===== src/rtl/srm_pkg.sv =====
`timescale 1ns / 1ps
// ----------------------------------------------------------------------------
// srm_pkg
// Shared types, widths and helpers for the step response metrics block.
// ----------------------------------------------------------------------------
package srm_pkg;

  localparam int unsigned TIME_W = 32;
  localparam int unsigned SPD_W  = 16;
  localparam int unsigned ERR_W  = 17;
  localparam int unsigned RES_W  = 24;
  localparam logic [RES_W-1:0] SAT24 = 24'hFF_FFFF;

  // Controller states
  typedef enum logic [3:0] {
    ST_IDLE = 4'b0001,
    ST_WALK = 4'b0010,
    ST_DIV  = 4'b0100,
    ST_OUT  = 4'b1000
  } state_e;

  // Division job codes, run in this order
  typedef enum logic [2:0] {
    DS_OS_L  = 3'd0,
    DS_OS_R  = 3'd1,
    DS_ERR_L = 3'd2,
    DS_ERR_R = 3'd3,
    DS_SYNC  = 3'd4
  } div_sel_e;

  // Magnitude of a 16-bit signed value
  function automatic logic [SPD_W-1:0] mag16(input logic signed [SPD_W-1:0] v);
    logic [SPD_W-1:0] r;
    r = v[SPD_W-1] ? SPD_W'(-v) : SPD_W'(v);
    return r;
  endfunction

  // Magnitude of a 17-bit signed value
  function automatic logic [ERR_W-1:0] mag17(input logic signed [ERR_W-1:0] v);
    logic [ERR_W-1:0] r;
    r = v[ERR_W-1] ? ERR_W'(-v) : ERR_W'(v);
    return r;
  endfunction

endpackage


===== src/rtl/srm_div.sv =====
`timescale 1ns / 1ps
// ----------------------------------------------------------------------------
// srm_div
// Restoring radix-2 divider, one quotient bit per cycle.
// ----------------------------------------------------------------------------
module srm_div import srm_pkg::*; #(
  parameter int unsigned NW = 34,
  parameter int unsigned DW = 16
) (
  input  logic          clk_i,
  input  logic          rst_ni,
  input  logic          start_i,
  input  logic [NW-1:0] dividend_i,
  input  logic [DW-1:0] divisor_i,
  output logic          done_o,
  output logic [NW-1:0] quot_o
);

  localparam int unsigned CNTW = $clog2(NW + 1);

  logic [DW-1:0]   rem_q, div_q;
  logic [NW-1:0]   quo_q;
  logic [CNTW-1:0] cnt_q;
  logic            busy_q, done_q;
  logic [DW:0]     trial;
  logic            fits;

  // Shift in the next dividend bit and test against the divisor
  assign trial = {rem_q, quo_q[NW-1]};
  assign fits  = trial >= {1'b0, div_q};

  always_ff @(posedge clk_i or negedge rst_ni) begin
    if (!rst_ni) begin
      busy_q <= 1'b0;
      done_q <= 1'b0;
      cnt_q  <= '0;
    end else begin
      done_q <= 1'b0;
      if (start_i) begin
        busy_q <= 1'b1;
        cnt_q  <= CNTW'(NW);
      end else if (busy_q) begin
        cnt_q <= cnt_q - 1'b1;
        if (cnt_q == CNTW'(1)) begin
          busy_q <= 1'b0;
          done_q <= 1'b1;
        end
      end
    end
  end

  // Datapath registers
  always_ff @(posedge clk_i) begin
    if (start_i) begin
      rem_q <= '0;
      quo_q <= dividend_i;
      div_q <= divisor_i;
    end else if (busy_q) begin
      rem_q <= fits ? DW'(trial - {1'b0, div_q}) : trial[DW-1:0];
      quo_q <= {quo_q[NW-2:0], fits};
    end
  end

  assign done_o = done_q;
  assign quot_o = quo_q;

endmodule

===== config.mk =====
export PLATFORM = sky130hd
export DESIGN_NAME = srm_div
export DESIGN_NICKNAME = d
export VERILOG_FILES = /design/src/rtl/srm_pkg.sv /design/src/rtl/srm_div.sv
export SDC_FILE = /design/constraint.sdc
export NUM_CORES = 1
export LEC_CHECK = 0
export BUFFER_PORTS_ARGS = -buffer_cell sky130_fd_sc_hd__buf_2
export CAP_MARGIN = 30
export CORE_MARGIN = 3
export CORE_UTILIZATION = 25
export CTS_BUF_LIST = sky130_fd_sc_hd__clkbuf_4 sky130_fd_sc_hd__clkbuf_8
export DETAILED_ROUTE_END_ITERATION = 7
export SKIP_CTS_REPAIR_TIMING = 1
export SYNTH_ARGS = -nofsm -noshare
export SYNTH_HDL_FRONTEND = slang
export SYNTH_SLANG_ARGS = --single-unit

===== constraint.sdc =====
create_clock -name clk_i -period 4.3 [get_ports clk_i]
set_input_delay 0.86 -clock clk_i [delete_from_list [all_inputs] [get_ports clk_i]]
set_output_delay 0.86 -clock clk_i [all_outputs]
set_load 0.02 [all_outputs]

## Word-level counts from Yosys, hierarchy flattened

Cells that the tools add are included.
Widths: inputs -> output; s select.

- $lt $le $gt $ge: 1
- Equal/unequal tests: 1
- Add/sub/neg operators: 2
- Reduce and logical (&&, ||, !) cells: 1
- Muxes and demuxes: 11

Operators with widths:

| cell | count |
|---|---|
| $mux 34 | 2 |
| $ge 17x16->1 | 1 |
| $mux 16 | 1 |
| $sub 16x16->16 | 1 |
| $mux 6 | 2 |
| $eq 6x1->1 const B | 1 |
| $mux 1 | 6 |
| $sub 6x1->6 const B | 1 |
| $reduce_bool 2->1 | 1 |

- Register bits after elaboration: 74
- Output and inout port bits: 35
- Word-level logic and storage cells: 22
- Input bits: 53

## Longest topological paths before layout

- Word-level depth: 4
- Gate-level depth with buffers: 11
- Depth with buffers taken out: 10

## Worst setup path before layout

OpenSTA, ideal clock, no wires.

- Path kind: input-to-reg
- Start point: in start_i
- End point: reg quo_q[0], in the netlist quot_o[0] (enable)
- Path buffers: 1
- Arrival: 1.925 ns
- Stages on the path: 3
- Setup slack: 1.987 ns
- Setup time: 0.389 ns
- Required time: 3.911 ns
- Cell sequence: clkbuf_1 > nor2_1 > inv_1

- Cells in the longest elaborated chain, start to end: 1

RTL lines:

| item | RTL line | source |
|---|---|---|
| start, declared | srm_div.sv:12 | `input logic start_i,` |
| $reduce_bool 2->1 (no line) | -- |  |
| end signal, assigned | srm_div.sv:56 | `quo_q <= dividend_i;` |
| end signal, assigned | srm_div.sv:60 | `quo_q <= {quo_q[NW-2:0], fits};` |
| end, declared | srm_div.sv:22 | `logic [NW-1:0] quo_q;` |

No other way between the ends.
A chain may end at the register's enable or synchronous reset.

## Worst setup path after layout

- Start point: reg div_q[7]
- End point: reg rem_q[11]

- Cells in the longest elaborated chain, start to end: 2
- Elaborated cells on any way between the ends: 3
- Classes of those cells: 1 x add/sub; 1 x order compare; 1 x mux

RTL lines:

| item | RTL line | source |
|---|---|---|
| start, declared | srm_div.sv:21 | `logic [DW-1:0] rem_q, div_q;` |
| start signal, assigned | srm_div.sv:57 | `div_q <= divisor_i;` |
| $sub 16x16->16 or $ge 17x16->1 (tied branches) | srm_div.sv:59, srm_div.sv:30 |  |
| $mux 16 (*) | srm_div.sv:59 | `rem_q <= fits ? DW'(trial - {1'b0, div_q}) : trial[DW-1:0];` |
| end signal, assigned | srm_div.sv:59 |  |
| end, declared | srm_div.sv:21 |  |

Mark *: on every way between the ends. The rest lies on a longest branch, timed or not.

==> results.txt <==
Outcome - complete, no violations
WL per Instance - 14.3 um
#FFs+latches synth - 74
Vias - 2712
Critical Path Max Stage Delay - 0.52 ns
Iter 0 DRT Violations - 161
Req. time, crit path - 4.54 ns
Asr flop ratio synth - 0.108
Synth area leaders - edfxtp_1 (39%), mux2_2 (10%), dfxtp_1 (8.3%)
Largest net degree at the start of global routing - 36
Fillers - 1513
Layout net count - 487
Total Wirelength - 8650 um
M3 GR Usage - 0.0315
ANT cells - 0
Sink Count - 74
Primary FF master, synth - edfxtp_1
Die width - 130 um
Initial Util - 0.260
Root buffer cell - clkbuf_8
CTS tree - done
IO buf count - 87
Max-Slew Margin vs Limit - 0.412
Mapped Area - 3850 sq um
Die H - 130 um
Synth area leader - edfxtp_1
IO Pins - 88
Core area - 14800 sq um
DRT antenna net count - 0
Final period util - 0.622
Met1 GRT Util - 0.137
Row cnt - 44
DR vias/cell - 4.49
Max Fclk - 0.374 GHz
Die area - 16900 sq um
Syn_nets - 396
Vias in the first global route - 2802
Family with the most delay on the worst path - compound AO/OA/AOI/OAI gates
Final setup vio count - 0
Slew @ Worst Pin - 0.859 ns
Htree depth - 3
RSZ-0062 raised after global routing - no
Yosys warns - 0
WP depth - 10
Bufs on Longest Clock Path - 2
Final slew viol count - 0
Cells after DPL - 588
DRC viols - 0
Slowest-stage cell, CP - o21ai_2
Worst Setup End Kind - register
GP Congestion - 0.884
Most common cell after layout, fill and taps aside - buf_2
Seq/Total Area, Yosys - 0.525
Max Cap Viol - 0
Worst-Skew Late Latency - 0.37 ns
Hold Path Class - in2async
CTS Buf Count - 9
Cell count of the worst reg-to-reg path - 10
CP Max Fanout - 11
CP bufs+invs - 2
Register-to-register setup slack - 1.63 ns
Post-synth EDFFs - 50
GRT Total Usage - 0.109
Worst setup path class - reg2reg
Setup Skew - 0.00650 ns
Worst-path clk slew - 0.08 ns
Most frequent cells in the layout - buf_2 (87), edfxtp_1 (50), mux2_2 (35)
Initial antenna violation count - 0
Share of Yosys cell area claimed by the top area cell type - 0.390
First-pass DRT Iterations - 4
Placed wire-length estimate - 6200 um
Fin crit period - 2.67 ns
Yosys cell types - 51
Share of cells above drive strength 1 - 0.367
Cells after synthesis - 324
Most Crowded Layer GR - met2
First-pass GRT wire length - 14200 um
Grt total ovfl - 0
Worst EP arrival - 2.91 ns
Pwr dens - 545 nW/um^2
Final Hold Vio Count - 0
Crit-path cells - inv_1 > ha_1 > nand2_2 > o211a_1 > o31ai_4 > a21oi_2 > o21ai_2 > buf_4 > mux2i_1 > o21ai_0
Max IR drop VDD - 172 uV
Non-filler cells, final - 604
P_leak - 1.96 nW
Met2 track demand over resource - 0.172
Critical Path Start Type - register
Area Overhead vs Synth - 21.7%
TNS Setup - 0 ns
Average cell area after synthesis - 11.9 sq um
worst reg2reg max path: cells and delay by family, from the launching register on:
family,cells,cell delay [ns]
flops,1,0.33
fa+ha+maj,1,0.39
compound gates,5,1.15
simple gates,1,0.11
mux,1,0.20
buf+inv,2,0.37
per-stage QoR:
stage	setup WS (ns)	instance area [sq um]	hold WS, ns	total power [mW]	utilization
after detailed placement	1.64	4490	0.474	2.02	0.303
after global placement	1.69	4490	0.470	2.00	0.303
after floorplan	1.99	3850	0.445	1.82	-
final	1.63	4680	0.321	2.55	0.316
after CTS	1.62	4680	0.305	2.58	0.316
after global routing	1.35	4680	0.310	2.75	0.316
metal layers:
layer	share of wire	routed length, um
met1	0.46	3950
met2	0.48	4140
met3	0.041	358
met4	0.023	196
met5	0	0
state kept, by name (all words and copies together) (netlist names):
register  flops
quot_o       34
div_q        16
rem_q        16
cnt_q         6
busy_q        1
done_o        1
area by class of cell:
class	count	area [sq um]	share of cell area
repair buffers	93	480	0.103
multi-input cells	213	1670	0.357
clock inverters	6	57.6	0.0123
flip-flops and latches	74	2020	0.432
inverters	24	90.1	0.0192
well taps	184	230	0.0492
clock buffers	10	131	0.0281
cells in the mapped netlist (4+ instances only):
master / count
mux2_2: 35
inv_1: 24
nand2b_1: 6
dfrtp_1: 8
o211ai_1: 4
nor2_1: 22
a21oi_1: 15
dfxtp_1: 16
a21o_1: 4
nand2_1: 17
a211oi_1: 9
ha_1: 18
mux2i_1: 10
clkbuf_1: 9
o21ai_0: 12
nand3_1: 6
edfxtp_1: 50
xnor2_1: 13
final timing paths:
check	start	end
worst max-delay path	div_q[7]	rem_q[11]
worst min-delay path	rst_ni	cnt_q[4]
worst max register to register	div_q[7]	rem_q[11]
worst min register to register	rem_q[10]	rem_q[10]
max in group asynchronous	rst_ni	busy_q
min in group clk_i	rem_q[10]	rem_q[10]
power by group:
group          switching (mW)  internal [mW]
logic                   0.556          0.463
clock network           0.272          0.271
registers              0.0888          0.902
total                   0.916           1.64
logic make-up after synthesis:
kind of cell | synth area share
AO/OA/AOI/OAI | 0.120
flip-flops | 0.525
XOR/XNOR | 0.0364
adder cells (fa/ha/maj) | 0.0637
AND/OR/NAND/NOR | 0.0813
buffers and inverters | 0.0406
multiplexers | 0.132
(Power assumes the default switching activity.)
